===== config.mk =====
export PLATFORM = sky130hd
export DESIGN_NAME = min_tracking_stack
export DESIGN_NICKNAME = d
export VERILOG_FILES = /design/src/rtl/mts_pkg.sv /design/src/rtl/mts_cell.sv /design/src/rtl/min_tracking_stack.sv
export SDC_FILE = /design/constraint.sdc
export NUM_CORES = 2
export LEC_CHECK = 0
export BUFFER_PORTS_ARGS = -buffer_cell sky130_fd_sc_hd__buf_4
export CELL_PAD_IN_SITES_DETAIL_PLACEMENT = 0
export CELL_PAD_IN_SITES_GLOBAL_PLACEMENT = 1
export CORE_AREA = 2 2 480 482
export CTS_CLUSTER_SIZE = 25
export DETAILED_ROUTE_END_ITERATION = 10
export DIE_AREA = 0 0 482 484
export GPL_TIMING_DRIVEN = 0
export PLACE_DENSITY = 0.69
export SLEW_MARGIN = 5
export SYNTH_ARGS = -nofsm -noshare
export SYNTH_HDL_FRONTEND = slang
export SYNTH_HIERARCHICAL = 1
export SYNTH_SLANG_ARGS = --single-unit

===== constraint.sdc =====
create_clock -name clk -period 11.63 [get_ports clk]
set_clock_uncertainty 0.05 [all_clocks]
set_input_delay 0.5815 -clock clk [delete_from_list [all_inputs] [get_ports clk]]
set_output_delay 0.5815 -clock clk [all_outputs]
set_load 0.02 [all_outputs]

===== src/rtl/mts_pkg.sv =====
`default_nettype none
// ----------------------------------------------------------------------------
// mts_pkg: shared types and constants of the min-tracking stack
// Word layouts of both channels, the stored entry type, the operation and
// status codes, and the control word that steers the row of stack cells.
// ----------------------------------------------------------------------------
package mts_pkg;

  localparam int DATA_W     = 32;
  localparam int ENTRY_W    = DATA_W + 2;  // room for 2*x - min without overflow
  localparam int DEPTH_DEF  = 64;

  typedef logic signed [DATA_W-1:0]  data_t;
  typedef logic signed [ENTRY_W-1:0] entry_t;

  localparam data_t MIN_RESET   = 32'sh7FFF_FFFF;
  localparam data_t EMPTY_VALUE = -32'sd1;

  // operation codes; the unused code acts as a peek
  localparam logic [1:0] KIND_PUSH = 2'd0;
  localparam logic [1:0] KIND_POP  = 2'd1;
  localparam logic [1:0] KIND_PEEK = 2'd2;

  // status codes
  localparam logic [1:0] ST_OK    = 2'd0;
  localparam logic [1:0] ST_FULL  = 2'd1;
  localparam logic [1:0] ST_EMPTY = 2'd2;

  typedef struct packed {
    logic [1:0] kind;
    data_t      push_value;
  } in_word_t;

  typedef struct packed {
    data_t      top_value;
    data_t      min_value;
    logic       is_empty;
    logic [1:0] status;
  } out_word_t;

  // per-cycle move of the cell row
  typedef struct packed {
    logic push;  // every cell takes the entry above it
    logic pop;   // every cell takes the entry below it
  } shift_t;

endpackage
`default_nettype wire


===== src/rtl/mts_cell.sv =====
`default_nettype none
// ----------------------------------------------------------------------------
// mts_cell: one stack slot
// Holds one stored entry. On a push it takes its upper neighbor's entry, on
// a pop its lower neighbor's entry, otherwise it keeps its own.
// ----------------------------------------------------------------------------
module mts_cell (
  input  wire                clk,
  input  mts_pkg::shift_t    shift_i,
  input  mts_pkg::entry_t    above_i,
  input  mts_pkg::entry_t    below_i,
  output mts_pkg::entry_t    entry_o
);

  mts_pkg::entry_t entry_r;

  // slot register, payload only, no reset
  always_ff @(posedge clk) begin
    priority if (shift_i.push) begin
      entry_r <= above_i;
    end else if (shift_i.pop) begin
      entry_r <= below_i;
    end else begin
      entry_r <= entry_r;
    end
  end

  assign entry_o = entry_r;

endmodule
`default_nettype wire


===== src/rtl/min_tracking_stack.sv =====
`default_nettype none
// ----------------------------------------------------------------------------
// min_tracking_stack: bounded LIFO of signed 32-bit words with running minimum
// Each word is a push, pop or peek; each returns the decoded top, the minimum
// and the empty flag after the operation, plus a status code.
// ----------------------------------------------------------------------------
// One operation per clock: an input word is taken in any cycle in which the
// result register is empty or being drained, and its result appears in that
// register on the next cycle. Sustained rate, while the result side does not
// stall, is one word per cycle; the path that sets it is the top cell plus the
// minimum register, read, updated and stored at once. The stack is a row of
// STACK_DEPTH cells that shift together: cell 0 is always the top. A push
// below the minimum stores 2*x - min and makes x the minimum; popping such an
// entry restores the old minimum. An empty stack reports -1 for top and min.
// A push onto a full stack is dropped (status 1); a pop on an empty stack is
// ignored (status 2). No clearing pass is needed after reset.
// ----------------------------------------------------------------------------
module min_tracking_stack #(
  parameter int STACK_DEPTH = mts_pkg::DEPTH_DEF
) (
  input  wire                   clk,
  input  wire                   rst_n,
  input  wire                   in_valid,
  output logic                  in_stall,
  input  mts_pkg::in_word_t     in_data,
  output logic                  out_valid,
  input  wire                   out_stall,
  output mts_pkg::out_word_t    out_data
);

  localparam int CNT_W = $clog2(STACK_DEPTH + 1);
  localparam logic [CNT_W-1:0] CNT_FULL = CNT_W'(STACK_DEPTH);

  logic [CNT_W-1:0]    count_r, count_nxt;
  mts_pkg::data_t      min_r, min_nxt;
  logic                out_valid_r, out_valid_nxt;
  mts_pkg::out_word_t  out_data_r, out_data_nxt;

  mts_pkg::entry_t     cell_q [STACK_DEPTH];
  mts_pkg::entry_t     second_entry;
  mts_pkg::entry_t     new_entry;
  mts_pkg::shift_t     shift;
  logic                accept;

  // entry below the top, read when a pop uncovers it
  generate
    if (STACK_DEPTH > 1) begin : g_second
      assign second_entry = cell_q[1];
    end else begin : g_single
      assign second_entry = cell_q[0];
    end
  endgenerate

  // row of stack cells, top at index 0
  generate
    for (genvar i = 0; i < STACK_DEPTH; i++) begin : g_cell
      mts_pkg::entry_t above, below;
      if (i == 0) begin : g_top
        assign above = new_entry;
      end else begin : g_mid
        assign above = cell_q[i-1];
      end
      if (i == STACK_DEPTH - 1) begin : g_last
        assign below = '0;
      end else begin : g_inner
        assign below = cell_q[i+1];
      end
      mts_cell u_cell (
        .clk     (clk),
        .shift_i (shift),
        .above_i (above),
        .below_i (below),
        .entry_o (cell_q[i])
      );
    end
  endgenerate

  // entry below the minimum is a flag and reads as the minimum
  function automatic mts_pkg::data_t decode(mts_pkg::entry_t t, mts_pkg::data_t mn);
    mts_pkg::entry_t mn_e;
    mn_e = mts_pkg::entry_t'(mn);
    return (t < mn_e) ? mn : t[mts_pkg::DATA_W-1:0];
  endfunction

  // handshake: the result register parts the two sides
  assign accept   = in_valid && !in_stall;
  assign in_stall = out_valid_r && out_stall;

  // operation decode and next state
  always_comb begin
    mts_pkg::entry_t x_e, min_e, top_e, restored;
    logic            empty, full;
    x_e      = mts_pkg::entry_t'(in_data.push_value);
    min_e    = mts_pkg::entry_t'(min_r);
    top_e    = cell_q[0];
    restored = (min_e <<< 1) - top_e;
    empty    = (count_r == '0);
    full     = (count_r == CNT_FULL);

    count_nxt  = count_r;
    min_nxt    = min_r;
    new_entry  = x_e;
    shift      = '0;
    out_data_nxt = out_data_r;
    out_data_nxt.status = mts_pkg::ST_OK;

    unique case (in_data.kind)
      mts_pkg::KIND_PUSH: begin
        if (full) begin
          out_data_nxt.status = mts_pkg::ST_FULL;
        end else begin
          shift.push = accept;
          count_nxt  = count_r + CNT_W'(1);
          if (empty || x_e >= min_e) begin
            new_entry = x_e;
          end else begin
            new_entry = (x_e <<< 1) - min_e;
          end
          if (empty || x_e < min_e) begin
            min_nxt = in_data.push_value;
          end
        end
      end
      mts_pkg::KIND_POP: begin
        if (empty) begin
          out_data_nxt.status = mts_pkg::ST_EMPTY;
        end else begin
          shift.pop = accept;
          count_nxt = count_r - CNT_W'(1);
          if (top_e < min_e) begin
            min_nxt = restored[mts_pkg::DATA_W-1:0];
          end
        end
      end
      default: begin
        // peek and the unused code leave the state alone
      end
    endcase

    // report the state after the operation
    out_data_nxt.is_empty = (count_nxt == '0);
    if (count_nxt == '0) begin
      out_data_nxt.top_value = mts_pkg::EMPTY_VALUE;
      out_data_nxt.min_value = mts_pkg::EMPTY_VALUE;
    end else begin
      out_data_nxt.min_value = min_nxt;
      if (shift.push) begin
        out_data_nxt.top_value = in_data.push_value;
      end else if (shift.pop) begin
        out_data_nxt.top_value = decode(second_entry, min_nxt);
      end else begin
        out_data_nxt.top_value = decode(top_e, min_r);
      end
    end

    out_valid_nxt = accept || (out_valid_r && out_stall);
  end

  // control state
  always_ff @(posedge clk) begin
    if (!rst_n) begin
      count_r     <= '0;
      min_r       <= mts_pkg::MIN_RESET;
      out_valid_r <= 1'b0;
    end else begin
      out_valid_r <= out_valid_nxt;
      if (accept) begin
        count_r <= count_nxt;
        min_r   <= min_nxt;
      end
    end
  end

  // result word
  always_ff @(posedge clk) begin
    if (accept) begin
      out_data_r <= out_data_nxt;
    end
  end

  assign out_valid = out_valid_r;
  assign out_data  = out_data_r;

`ifndef SYNTHESIS
  // empty flag of the held result matches the entry count
  a_empty_matches_count: assert property (@(posedge clk) disable iff (!rst_n)
    out_valid_r |-> (out_data_r.is_empty == (count_r == '0)))
    else $error("is_empty disagrees with entry count");

  // a dropped push only happens on a full stack
  a_full_status: assert property (@(posedge clk) disable iff (!rst_n)
    (out_valid_r && out_data_r.status == mts_pkg::ST_FULL) |-> (count_r == CNT_FULL))
    else $error("push dropped while stack not full");

  // an accepted push with room grows the stack by one
  a_push_grows: assert property (@(posedge clk) disable iff (!rst_n)
    (accept && in_data.kind == mts_pkg::KIND_PUSH && count_r != CNT_FULL)
    |=> (count_r == $past(count_r) + CNT_W'(1)))
    else $error("push did not advance entry count");
`endif

endmodule
`default_nettype wire


==> results by group <==
Outcome
  – Outcome: finished clean

Yosys
  – Post-Synth XOR/XNOR Area: less than 1%
  – Synth Cell Area: 113,300 um^2
  – Register area share after synthesis: between 60% and 70%
  – Largest family of logic cells by synthesized area: multiplexers
  – Synth Area in Adders: ~1.8%
  – Synth Area in Compound Gates: 2.689%
  – Synth Flop Type: edfxtp_1
  – Ys async rst share: 0%
  – Mux cell area share after synthesis: 28.18%
  – Yosys cell types: between 90 and 100
  – Synth warnings: 6
  – Cells after synthesis: 6,087
  – Post-synth EDFFs: roughly 2,200
  – Simple-Gate Fraction of Synth Area: between 2 and 2.5%
  – Register bit count reported by yosys: 2,283
  – Syn_area_per_cell: 18.62 um^2

Global routing
  – Initial antenna violation count: 7
  – Total GRT Usage: between 10% and 20%
  – First-pass GRT wire length: 348,800 um
  – Gr ovfl total: 0
  – Number of global-route vias before repair: 54,178
  – Largest net degree at the start of global routing: 50

Finish
  – Final Core Density: a little under three fifths
  – Fill count: about 18,000
  – Cell Count, Final, Fillers Out: 9,710
  – Fin nets: 6,682
  – Fraction of layout cells with a size suffix above 1: a little under half
  – P&R area growth vs syn: 10.98%

Worst setup path
  – Worst path arrival time: between 8 and 9 ns
  – Crit Path Category: reg -> reg
  – Slowest CP cell: o32ai_1
  – Type of origin of the critical path: flip-flop
  – Max FO, Critical Path: 10
  – Worst setup EP type: flip-flop
  – Family with the most delay on the worst path: compound AO/OA/AOI/OAI gates
  – CP max stage delay: between 0.8 and 0.9 ns
  – Required time worst endpoint: 12.18 ns
  – Worst Path Buf+Inv: 3

STA
  – Worst-Margin Slew: about 1.2 ns
  – Setup TNS: 0 ns
  – Worst hold slack: between 0.1 and 0.15 ns
  – Final-report setup violation count: 0
  – Max Slew Vio Count: 0
  – Max Freq: about 120 MHz
  – Period utilization: 69.56%
  – Final hold vios: 0
  – Worst-case headroom to the max-slew limit: between 10% and 20%
  – Fin crit period: between 8 and 9 ns
  – Unrepaired setup endpoints after global routing: false

CTS
  – CTS Buf Count: around 240
  – Clock transition at path regs: approximately 0.06 ns
  – Clock sink count: 2,283
  – Post-CTS setup buffers: 0
  – Clock root cell: clkbuf_16
  – Clk buf depth: 3
  – CTS tree: yes
  – Htree depth: 4
  – Post_cts resized: 0
  – Hold_buf cts: 3
  – Clock Latency Late Sink: 0.87 ns

Die
  – Area of the core: roughly 230,000 um^2
  – Die footprint: roughly 230,000 um^2
  – DIE WIDTH: 482 um
  – Cell row count: approximately 180
  – Initial Utilization: 49.57%
  – # IOs: around 110
  – Chip height: 484 um

Detailed routing
  – WL/cell: roughly 24 um
  – ANT nets after route: 0
  – DR iter-0 viols: roughly 4,000
  – Final WL: approximately 230,000 um
  – DR pass1 iterations: 6
  – Vias per inst: between 5 and 6
  – Remaining DRCs: 0
  – DR vias: between 50,000 and 60,000

Power
  – Leakage: between 0.04 and 0.05 uW
  – Max IR drop VDD: around 0.00013 V
  – Comb pwr share: 12.0%
  – Power per cell area: 155.4 nW/um^2
  – Clock share of power: a little under two fifths
  – Final Total Pwr: roughly 20,000 uW
  – Seq pwr share: 50.9%
  – Internal power: ~15,000 uW
  – Switching pwr: 4667 uW
  – Switching Fraction: between 20% and 30%

Job
  – # Max-Cap Violations: 0

Placement
  – GPL Wtd Cong: between 0.8 and 0.9
  – Placed Cells: 9,264
  – Placed wire-length estimate: 175,700 um
  – IO buf count: around 100

Hold path
  – Worst Hold Class: in -> reg
## logic make-up after synthesis
kind of cell             after synthesis
XOR/XNOR                              47
other                                  1
multiplexers                        2218
AND/OR/NAND/NOR                      506
AO/OA/AOI/OAI                        458
adder cells (fa/ha/maj)              163
flip-flops                          2283
buffers and inverters                411
## power groups by stage
stage	combinational, uW	clock, uW	sequential, uW
3_3_place_gp	2270	0	10100
3_5_place_dp	2320	0	10100
6_report	2340	7260	9940
2_1_floorplan	1740	0	9970
5_1_grt	2500	7780	9980
4_1_cts	2340	7470	9950
## metal layers
layer	vias up	part of all wire, %	track usage (%)	routed length (um)
li1	24531	-	-	-
met5	-	0.0056	0	13
met2	1167	45	30.16	105700
met3	313	4.4	2.639	10330
met1	26907	48	29.57	113400
met4	2	2.0	4.724	4709
## cell usage after synthesis, types with 21 or more instances
cell type	number	area, um^2
a21o_1	42	315.3
a21oi_1	109	545.5
a31oi_1	35	219.0
buf_12	192	3844
buf_6	64	720.7
clkbuf_1	27	101.4
dfxtp_1	40	800.8
edfxtp_1	2243	67350
ha_1	161	2014
inv_1	99	371.6
mux2_2	343	3862
mux2_4	1856	27870
nand2_1	155	581.8
nand2b_1	31	193.9
nand3_1	27	135.1
nor2_1	104	390.4
nor3_1	21	105.1
o211ai_1	47	352.8
o21ai_0	60	300.3
o22ai_1	36	225.2
or2_1	64	400.4
xnor2_1	32	280.3
## worst reg2reg max path, stage by stage, from the launching register on
cell	delay [ns]
dfxtp_1	0.33
inv_1	0.19
ha_1	0.34
buf_2	0.27
nand4_1	0.22
nor4_1	0.53
nand4_1	0.28
a41oi_2	0.48
o21ai_0	0.24
a31oi_2	0.55
mux2i_1	0.26
nor2_1	0.05
o32ai_1	0.85
ha_1	0.39
nand3_1	0.14
o22ai_1	0.10
o21a_1	0.17
o21ai_0	0.17
nand2b_1	0.08
a21oi_1	0.41
nor2_1	0.11
a31oi_1	0.20
and3_1	0.26
buf_1	0.58
nand2b_1	0.13
a31oi_1	0.45
## metrics by stage
step	worst slack [ns]	cell area [um^2]
final	3.540	125700
after CTS	3.643	125700
after global routing	3.254	125700
after detailed placement	3.466	118300
after floorplan	5.803	113400
after global placement	2.426	118000
## path summary, 6_finish.rpt
path                  start            to  slack [ns]  cells after the start
hold / removal        rst_n     min_r[22]        0.13                      2
setup reg to reg  min_r[31]  out_data[64]        3.54                     25
setup / recovery  min_r[31]  out_data[64]        3.54                     25
hold reg to reg   min_r[31]     min_r[31]        0.43                      2
## final cells by class
class	count	area [um^2]	share of cell area, %
sequential	2283	68160	54.20
multi-input combinational	3426	40100	31.89
clock buffer	296	6237	4.960
buffer	310	4813	3.828
tap	3026	3786	3.011
clock inverter	140	1141	0.9074
timing repair buffer	121	1116	0.8875
inverter	101	385.4	0.3065
antenna	7	17.52	0.01393
## state kept, by name, indices dropped and copies added, names as in the netlist
name and count:
count_r 7, g_cell.u_cell/entry_o 2176, min_r 32, out_data 67, out_valid 1
## placed cells by master, fill, tap and decap left out, types with 13 or more instances in the layout
master     synthesis  routed
a21o_1            42      42
a21oi_1          109     109
a31oi_1           35      35
and3_1            15      15
buf_12           192     200
buf_2             13      13
buf_4              7     112
buf_6             64      64
bufinv_16          0      14
clkbuf_1          27      81
clkbuf_16          0     241
clkinv_1           1      57
clkinv_2           0      46
conb_1             1      34
dfxtp_1           40      40
edfxtp_1        2243    2243
ha_1             161     161
inv_1             99      98
mux2_2           343     343
mux2_4          1856    1856
mux2i_1           14      14
nand2_1          155     155
nand2b_1          31      31
nand3_1           27      27
nand4_1           20      20
nor2_1           104     104
nor3_1            21      21
o211ai_1          47      47
o21a_1            15      15
o21ai_0           60      60
o22ai_1           36      36
or2_2              9      73
or3_1             16      16
xnor2_1           32      32
xor2_1            15      15
Power figures use the tool's default switching activity.
